File: src/rtl/slp_pkg.sv
// Shared types and constants for the sorted list kept in a fixed pool.
// Used by slp_pool_mem and sorted_list_in_fixed_pool; depends on nothing.
`default_nettype none
package slp_pkg;

	localparam int POOL_SIZE  = 64;
	localparam int IDX_W      = $clog2(POOL_SIZE);
	localparam int LINK_W     = $clog2(POOL_SIZE + 1);
	localparam int KEY_W      = 32;
	localparam int RANK_W     = 6;
	localparam int COUNT_W    = 7;
	localparam int MAX_LISTED = 64;

	// A link equal to the pool size names no entry.
	localparam logic [LINK_W-1:0] NULL_LINK = LINK_W'(POOL_SIZE);

	typedef enum logic [0:0] {
		OP_INSERT = 1'b0,
		OP_DUMP   = 1'b1
	} opcode_t;

	typedef enum logic [2:0] {
		ST_INSERTED  = 3'd0,
		ST_DUPLICATE = 3'd1,
		ST_FULL      = 3'd2,
		ST_LISTED    = 3'd3,
		ST_EMPTY     = 3'd4
	} status_t;

	typedef enum logic [2:0] {
		S_IDLE,
		S_WALK,
		S_WR_SLOT,
		S_WR_PREV,
		S_RESP,
		S_DUMP
	} state_t;

	typedef struct packed {
		opcode_t                 opcode;
		logic signed [KEY_W-1:0] key_in;
	} in_t;

	typedef struct packed {
		status_t                 status;
		logic signed [KEY_W-1:0] key_out;
		logic [RANK_W-1:0]       rank;
		logic [COUNT_W-1:0]      element_count;
		logic                    last;
	} out_t;

	typedef struct packed {
		logic [IDX_W-1:0]        rd_idx;
		logic                    key_we;
		logic                    link_we;
		logic [IDX_W-1:0]        wr_idx;
		logic signed [KEY_W-1:0] wr_key;
		logic [LINK_W-1:0]       wr_link;
	} mem_req_t;

	typedef struct packed {
		logic signed [KEY_W-1:0] key;
		logic [LINK_W-1:0]       link;
	} mem_rsp_t;

endpackage
`default_nettype wire

File: src/rtl/slp_pool_mem.sv
// Pool storage: key memory and next-link memory, one read and one write port each.
// Depends on slp_pkg. Link entries not yet written read as their reset chain.
`default_nettype none
module slp_pool_mem (
	input  wire logic              clk,
	input  wire logic              arst_n,
	input  wire slp_pkg::mem_req_t req,
	output slp_pkg::mem_rsp_t      rsp
);

	logic signed [slp_pkg::KEY_W-1:0] key_mem [slp_pkg::POOL_SIZE];
	logic [slp_pkg::LINK_W-1:0]       link_mem [slp_pkg::POOL_SIZE];
	logic [slp_pkg::POOL_SIZE-1:0]    link_vld_q;

	logic signed [slp_pkg::KEY_W-1:0] key_rd_q;
	logic [slp_pkg::LINK_W-1:0]       link_rd_q;
	logic [slp_pkg::IDX_W-1:0]        rd_idx_q;
	logic                             rd_vld_q;

	always_ff @(posedge clk) begin
		if (req.key_we) begin
			key_mem[req.wr_idx] <= req.wr_key;
		end
		if (req.link_we) begin
			link_mem[req.wr_idx] <= req.wr_link;
		end
		key_rd_q  <= key_mem[req.rd_idx];
		link_rd_q <= link_mem[req.rd_idx];
		rd_idx_q  <= req.rd_idx;
	end

	always_ff @(posedge clk or negedge arst_n) begin
		if (!arst_n) begin
			link_vld_q <= '0;
			rd_vld_q   <= 1'b0;
		end else begin
			rd_vld_q <= link_vld_q[req.rd_idx];
			if (req.link_we) begin
				link_vld_q[req.wr_idx] <= 1'b1;
			end
		end
	end

	// An unwritten entry links to the next one; the top entry thus links to null.
	assign rsp.key  = key_rd_q;
	assign rsp.link = rd_vld_q ? link_rd_q
	                           : slp_pkg::LINK_W'(rd_idx_q) + slp_pkg::LINK_W'(1);

endmodule
`default_nettype wire

File: src/rtl/sorted_list_in_fixed_pool.sv
// Sorted linked list in a fixed pool: control sequencer and output register.
// Depends on slp_pkg and slp_pool_mem.
//
// Usage: an input beat on in_data (opcode, key_in) is taken when in_valid and
// in_ready are both high; result beats leave on out_data under out_valid and
// out_ready. in_ready is high only while the sequencer is idle, so one
// command is processed at a time.
// An insert walks the list one entry per cycle through the pool memory, then
// splices the new entry in (S_WR_SLOT, then S_WR_PREV unless it becomes the head)
// before its single result beat. A duplicate or a full pool skips the splice.
// A dump emits one beat per listed key, one per cycle while out_ready stays
// high, with last set on the final beat; an empty list gives one beat.
// The walk rate is set by the registered read of the link memory,
// whose output feeds the next read address.
// When the receiver stalls, the result stays in the output register and a
// dump holds its place in the list, rereading the current entry.
// Reset empties the list and chains every entry on the free list at once;
// no clearing pass is needed.
`default_nettype none
module sorted_list_in_fixed_pool (
	input  wire logic          clk,
	input  wire logic          arst_n,
	input  wire logic          in_valid,
	output logic               in_ready,
	input  wire slp_pkg::in_t  in_data,
	output logic               out_valid,
	input  wire logic          out_ready,
	output slp_pkg::out_t      out_data
);

	slp_pkg::state_t                  state_q, state_d;
	logic signed [slp_pkg::KEY_W-1:0] key_q, key_d;
	logic [slp_pkg::LINK_W-1:0]       cur_q, cur_d;
	logic [slp_pkg::LINK_W-1:0]       prev_q, prev_d;
	logic [slp_pkg::LINK_W-1:0]       head_q, head_d;
	logic [slp_pkg::LINK_W-1:0]       free_q, free_d;
	logic [slp_pkg::LINK_W-1:0]       slot_q, slot_d;
	logic [slp_pkg::COUNT_W-1:0]      count_q, count_d;
	logic [slp_pkg::RANK_W-1:0]       n_q, n_d;
	slp_pkg::status_t                 st_q, st_d;
	slp_pkg::out_t                    out_q, out_d;
	logic                             out_vld_q, out_vld_d;

	slp_pkg::mem_req_t req;
	slp_pkg::mem_rsp_t rsp;
	logic              out_free;
	logic              fin;

	slp_pool_mem u_mem (
		.clk    (clk),
		.arst_n (arst_n),
		.req    (req),
		.rsp    (rsp)
	);

	assign out_free  = !out_vld_q || out_ready;
	assign out_valid = out_vld_q;
	assign out_data  = out_q;

	// A dump ends at the list tail or after the maximum number of beats.
	assign fin = (rsp.link == slp_pkg::NULL_LINK)
	          || (int'(n_q) + 1 >= slp_pkg::MAX_LISTED)
	          || (int'(n_q) + 1 >= slp_pkg::POOL_SIZE);

	always_comb begin
		state_d   = state_q;
		key_d     = key_q;
		cur_d     = cur_q;
		prev_d    = prev_q;
		head_d    = head_q;
		free_d    = free_q;
		slot_d    = slot_q;
		count_d   = count_q;
		n_d       = n_q;
		st_d      = st_q;
		out_d     = out_q;
		out_vld_d = out_vld_q && !out_ready;
		in_ready  = 1'b0;

		req         = '0;
		req.rd_idx  = cur_q[slp_pkg::IDX_W-1:0];
		req.wr_key  = key_q;

		case (state_q)
			slp_pkg::S_IDLE: begin
				in_ready = 1'b1;
				if (in_valid) begin
					key_d  = in_data.key_in;
					cur_d  = head_q;
					prev_d = slp_pkg::NULL_LINK;
					n_d    = '0;
					if (in_data.opcode == slp_pkg::OP_DUMP) begin
						if (head_q == slp_pkg::NULL_LINK) begin
							st_d    = slp_pkg::ST_EMPTY;
							state_d = slp_pkg::S_RESP;
						end else begin
							req.rd_idx = head_q[slp_pkg::IDX_W-1:0];
							state_d    = slp_pkg::S_DUMP;
						end
					end else if (free_q == slp_pkg::NULL_LINK) begin
						st_d    = slp_pkg::ST_FULL;
						state_d = slp_pkg::S_RESP;
					end else if (head_q == slp_pkg::NULL_LINK) begin
						req.rd_idx = free_q[slp_pkg::IDX_W-1:0];
						state_d    = slp_pkg::S_WR_SLOT;
					end else begin
						req.rd_idx = head_q[slp_pkg::IDX_W-1:0];
						state_d    = slp_pkg::S_WALK;
					end
				end
			end
			slp_pkg::S_WALK: begin
				// The read data belongs to cur_q, issued in the previous cycle.
				if (key_q > rsp.key) begin
					prev_d = cur_q;
					cur_d  = rsp.link;
					if (rsp.link == slp_pkg::NULL_LINK) begin
						req.rd_idx = free_q[slp_pkg::IDX_W-1:0];
						state_d    = slp_pkg::S_WR_SLOT;
					end else begin
						req.rd_idx = rsp.link[slp_pkg::IDX_W-1:0];
					end
				end else if (key_q == rsp.key) begin
					st_d    = slp_pkg::ST_DUPLICATE;
					state_d = slp_pkg::S_RESP;
				end else begin
					req.rd_idx = free_q[slp_pkg::IDX_W-1:0];
					state_d    = slp_pkg::S_WR_SLOT;
				end
			end
			slp_pkg::S_WR_SLOT: begin
				// The read data is the free-list link of the slot being taken.
				free_d      = rsp.link;
				slot_d      = free_q;
				req.key_we  = 1'b1;
				req.link_we = 1'b1;
				req.wr_idx  = free_q[slp_pkg::IDX_W-1:0];
				req.wr_link = cur_q;
				count_d     = count_q + slp_pkg::COUNT_W'(1);
				st_d        = slp_pkg::ST_INSERTED;
				if (prev_q == slp_pkg::NULL_LINK) begin
					head_d  = free_q;
					state_d = slp_pkg::S_RESP;
				end else begin
					state_d = slp_pkg::S_WR_PREV;
				end
			end
			slp_pkg::S_WR_PREV: begin
				req.link_we = 1'b1;
				req.wr_idx  = prev_q[slp_pkg::IDX_W-1:0];
				req.wr_link = slot_q;
				state_d     = slp_pkg::S_RESP;
			end
			slp_pkg::S_RESP: begin
				if (out_free) begin
					out_d.status        = st_q;
					out_d.key_out       = key_q;
					out_d.rank          = '0;
					out_d.element_count = count_q;
					out_d.last          = 1'b1;
					out_vld_d           = 1'b1;
					state_d             = slp_pkg::S_IDLE;
				end
			end
			slp_pkg::S_DUMP: begin
				if (out_free) begin
					out_d.status        = slp_pkg::ST_LISTED;
					out_d.key_out       = rsp.key;
					out_d.rank          = n_q;
					out_d.element_count = count_q;
					out_d.last          = fin;
					out_vld_d           = 1'b1;
					if (fin) begin
						state_d = slp_pkg::S_IDLE;
					end else begin
						cur_d      = rsp.link;
						n_d        = n_q + slp_pkg::RANK_W'(1);
						req.rd_idx = rsp.link[slp_pkg::IDX_W-1:0];
					end
				end
			end
			default: begin
				state_d = slp_pkg::S_IDLE;
			end
		endcase
	end

	always_ff @(posedge clk or negedge arst_n) begin
		if (!arst_n) begin
			state_q   <= slp_pkg::S_IDLE;
			head_q    <= slp_pkg::NULL_LINK;
			free_q    <= '0;
			count_q   <= '0;
			out_vld_q <= 1'b0;
		end else begin
			state_q   <= state_d;
			head_q    <= head_d;
			free_q    <= free_d;
			count_q   <= count_d;
			out_vld_q <= out_vld_d;
		end
	end

	always_ff @(posedge clk) begin
		key_q  <= key_d;
		cur_q  <= cur_d;
		prev_q <= prev_d;
		slot_q <= slot_d;
		n_q    <= n_d;
		st_q   <= st_d;
		out_q  <= out_d;
	end

endmodule
`default_nettype wire
File: config.mk
export PLATFORM = sky130hd
export DESIGN_NAME = sorted_list_in_fixed_pool
export DESIGN_NICKNAME = d
export VERILOG_FILES = /design/src/rtl/slp_pkg.sv /design/src/rtl/slp_pool_mem.sv /design/src/rtl/sorted_list_in_fixed_pool.sv
export SDC_FILE = /design/constraint.sdc
export NUM_CORES = 2
export LEC_CHECK = 0
export BUFFER_PORTS_ARGS = -buffer_cell sky130_fd_sc_hd__buf_2
export CAP_MARGIN = 20
export CELL_PAD_IN_SITES_DETAIL_PLACEMENT = 0
export CELL_PAD_IN_SITES_GLOBAL_PLACEMENT = 1
export CORE_MARGIN = 4
export CORE_UTILIZATION = 30
export CTS_CLUSTER_DIAMETER = 100
export DETAILED_ROUTE_END_ITERATION = 16
export GPL_ROUTABILITY_DRIVEN = 1
export PLACE_DENSITY_LB_ADDON = 0.1
export SYNTH_ARGS = -nofsm -noshare
export SYNTH_HDL_FRONTEND = slang
export SYNTH_HIERARCHICAL = 1
export SYNTH_SLANG_ARGS = --single-unit
File: constraint.sdc
create_clock -name clk -period 4.6 [get_ports clk]
set_input_delay 0.69 -clock clk [delete_from_list [all_inputs] [get_ports clk]]
set_output_delay 0.69 -clock clk [all_outputs]
set_load 0.005 [all_outputs]
==> reports/qor.txt <==
Status = finished with violations
Failing checks = negative setup slack
Setup crit start kind = register
Routed met3 length = 24.6 mm
# nets final = 5961
Global-route wire length before repair = 493 mm
Simple-gate area share of the yosys netlist = 0.0250
Yosys reg bits = 2742
CTS tree = yes
P_int = 73.1 mW
Max Clk Rate = 186 MHz
Top-count cell post-synth = edfxtp_1
Num ports = 88
CTS max path bufs = 4
Comb power frac = 0.532
CP Capture Type = register
Area grow syn2layout = 25.3%
Period Utilization, post-route = 1.17
Endpoints failing setup = 40
Layout Cell Area excl Fill = 133000 um2
Vias in the first global route = 56100
Power per cell area = 874 nW/um2
Pleak = 43.3 nW
Vias per inst = 5.11
Distinct cells, synth = 72
Metal-1 WL = 167 mm
Clock-pin slew on the worst setup and hold paths = 0.06 ns
Fin. max-slew vios = 0
Crit path kind = reg -> reg
Min Hold Slack = 0.0662 ns
Max Fanout on Critical Path = 20
CTS Root Cell = clkbuf_16
Primary FF master, synth = edfxtp_1
Input/output buffers = 87
Mapped Area = 106000 um2
DRT Pass-1 Iters = 5
Switching share of power = 0.369
Starting utilization of the core area = 0.302
Share of cells above drive strength 1 = 0.401
Post-synthesis mux area share = 0.165
CP arrival = 6.16 ns
Post-synthesis cell count = 4807
Synth Area in XOR/XNOR = 0.00116
RSZ-0062 raised after global routing = yes
Clock share of power = 0.212
Global route overflow = 0
Final Skew = 0.0781 ns
Avg Cell Area, Syn = 22.0 um2
Worst Setup Slack post-DPL = -1.33 ns
Post-synth EDFFs = 2607
Main combinational cell family by area after synthesis = multiplexers
Die Area = 362000 um2
DRC violations left = 0
CTS buffer count = 317
Routed WL = 364 mm
Die Ht = 602 um
Required time of the critical path = 5.38 ns
Seq pwr share = 0.256
Cell row count = 217
WL met2 = 167 mm
Detail Placement HPWL = 220 mm
Fin. Hold Viols = 0
Post-Synth Adder-Cell Area = 0.00414
Largest net degree at the start of global routing = 66
Post-synth top area share = 0.740
Commonest cells in the synthesized netlist = edfxtp_1 (2607), mux4_2 (715), nor2_1 (189), nand2_1 (142), mux2i_1 (109)
Post-route setup slack = -0.786 ns
Largest area contributor in the netlist = edfxtp_1
Starting DRC count in detailed routing = 5743
Tightest Hold Check Type = in -> reg
Crit path time final = 5.39 ns
Clock sinks = 2742
Syn nets = 4879
Part of the Yosys area used for sequential elements = 0.770
Die Width = 602 um
Initial antenna violation count = 27
VDD IR max = 0.000558 V
Final GP Congestion = 0.808
Total track usage = 0.196
Routed length per placed instance = 33.8 um
Max-slew headroom = 0.140
Sw Pwr = 42.8 mW
Synth Area in Compound Gates = 0.0214
Antenna-violating nets left = 0
Synth area leaders = edfxtp_1 (74%), mux4_2 (15%), dfrtp_1 (2.1%), mux2i_1 (1.0%), dfxtp_1 (0.85%)
Slew @ Worst Pin = 1.28 ns
Skew-Pair Late Insertion Delay = 0.93 ns
Max-cap violations = 0
Post-DP Area = 119000 um2
H-tree lvl count = 5
Via count = 55000
Warnings, synthesis = 6
Highest routed layer = met4
Post-synth ARST share = 0.0328
Core Region = 350000 um2
[worst paths after layout]
check                      slack, ns                    to                 start  depth (start not counted)
min in group asynchronous       0.43  u_mem/link_vld_q[55]                arst_n                          2
hold / removal                  0.07              key_q[1]            in_data[1]                          1
max in group asynchronous       2.92  u_mem/link_vld_q[11]                arst_n                          3
setup reg to reg               -0.79     u_mem/key_rd_q[2]     u_mem/key_rd_q[1]                         20
setup / recovery               -0.79     u_mem/key_rd_q[2]     u_mem/key_rd_q[1]                         20
hold reg to reg                 0.46  u_mem/link_vld_q[57]  u_mem/link_vld_q[57]                          1
[logic make-up (layout without fill, tap and decap cells)]
logic type,count (synthesis),in the layout
AOI/OAI and AO/OA,323,323
xor gates and xnor gates,14,14
adders and majority gates,35,35
buffers and inverters,291,1628
DFF,2742,2742
muxes,848,848
other,0,13
and+or+nand+nor,554,554
[layout by cell type (no fill, tap or decap), drive strengths merged, types with 8 or more instances in the layout]
cell type,Yosys,routed
nand2b,13,13
nor2b,32,32
a21oi,44,44
mux2,24,24
o21ai,70,70
nand2,142,142
edfxtp,2607,2607
and2,27,27
o22ai,12,12
or2,67,67
nor2,189,189
inv,39,53
mux2i,109,109
clkbuf,95,430
ha,35,35
a22o,25,25
xnor2,8,8
nand4,13,13
dlygate4sd3,0,25
diode,0,13
a31oi,34,34
bufinv,0,22
a22oi,17,17
nand3,32,32
a211oi,39,39
buf,156,975
mux4,715,715
dfrtp,89,89
a221o,28,28
dfxtp,45,45
clkinv,1,114
[registers in the layout, indices dropped and copies added (netlist names)]
register	flops
count_q	7
u_mem/rd_vld_q	1
head_q	7
prev_q	7
u_mem/key_rd_q	32
st_q	3
u_mem/link_rd_q	7
state_q	3
u_mem/link_vld_q	64
cur_q	7
key_q	32
u_mem/rd_idx_q	6
u_mem/link_mem	448
n_q	6
slot_q	7
out_valid	1
out_data	49
u_mem/key_mem	2048
free_q	7
[metal layers]
layer | track usage | vias up
met3 | 0.0350 | 357
met2 | 0.306 | 1634
met5 | 0 | -
met4 | 0.0332 | 0
met1 | 0.291 | 30600
li1 | - | 22400
[critical path, stage by stage (launching register included)]
cell and delay, ns:
dfxtp_1 0.54, inv_1 0.18, ha_1 0.32, nor2b_1 0.13, o211ai_1 0.23, a2111oi_2 0.11, buf_4 0.14, o31a_1 0.36
o22a_4 0.29, buf_4 0.16, and3_1 0.16, a311o_2 0.35, buf_12 0.17, buf_12 0.16, buf_12 0.21, mux4_2 0.41
mux2i_1 0.14, buf_4 0.16, mux2i_1 0.10, a22o_4 0.37, a221o_2 0.43
[per-stage QoR]
stage	power (mW)	instances	TNS, ns	utilization
after floorplan	59.2	4807	-3.66	-
after global placement	84.9	9994	-41.16	0.340
after detailed placement	84.9	10000	-41.27	0.340
after CTS	114	10700	-26.63	0.374
after global routing	121	10700	-29.87	0.378
final	116	10800	-23.00	0.378
[power groups by stage]
stage	logic [mW]	registers (mW)	clock network [mW]
floorplan	28.7	30.5	0
global placement	54.8	30.2	0
finish	61.7	29.7	24.6
global route	64.7	29.7	26.3
CTS	59.0	29.6	25.3
detailed placement	54.7	30.2	0
[timing repair]
item                       CTS  global route
pin swaps                   20            43
setup endpoints to repair   40            40
buffers inserted            48            84
hold buffers                25             0
gates cloned                12            12
gates resized for setup    167           151
hold endpoints to repair    77             0
[layout make-up]
class                   count  area, um2
inverters                  40        156
flip-flops and latches   2742      81400
clock buffers             418       8540
well taps                4599       5750
clock inverters           156       1460
repair buffers           1014      10600
multi-input cells        1774      24500
fillers                 31800     218000
diodes                     13       32.5
Power figures use the tool's default switching activity.
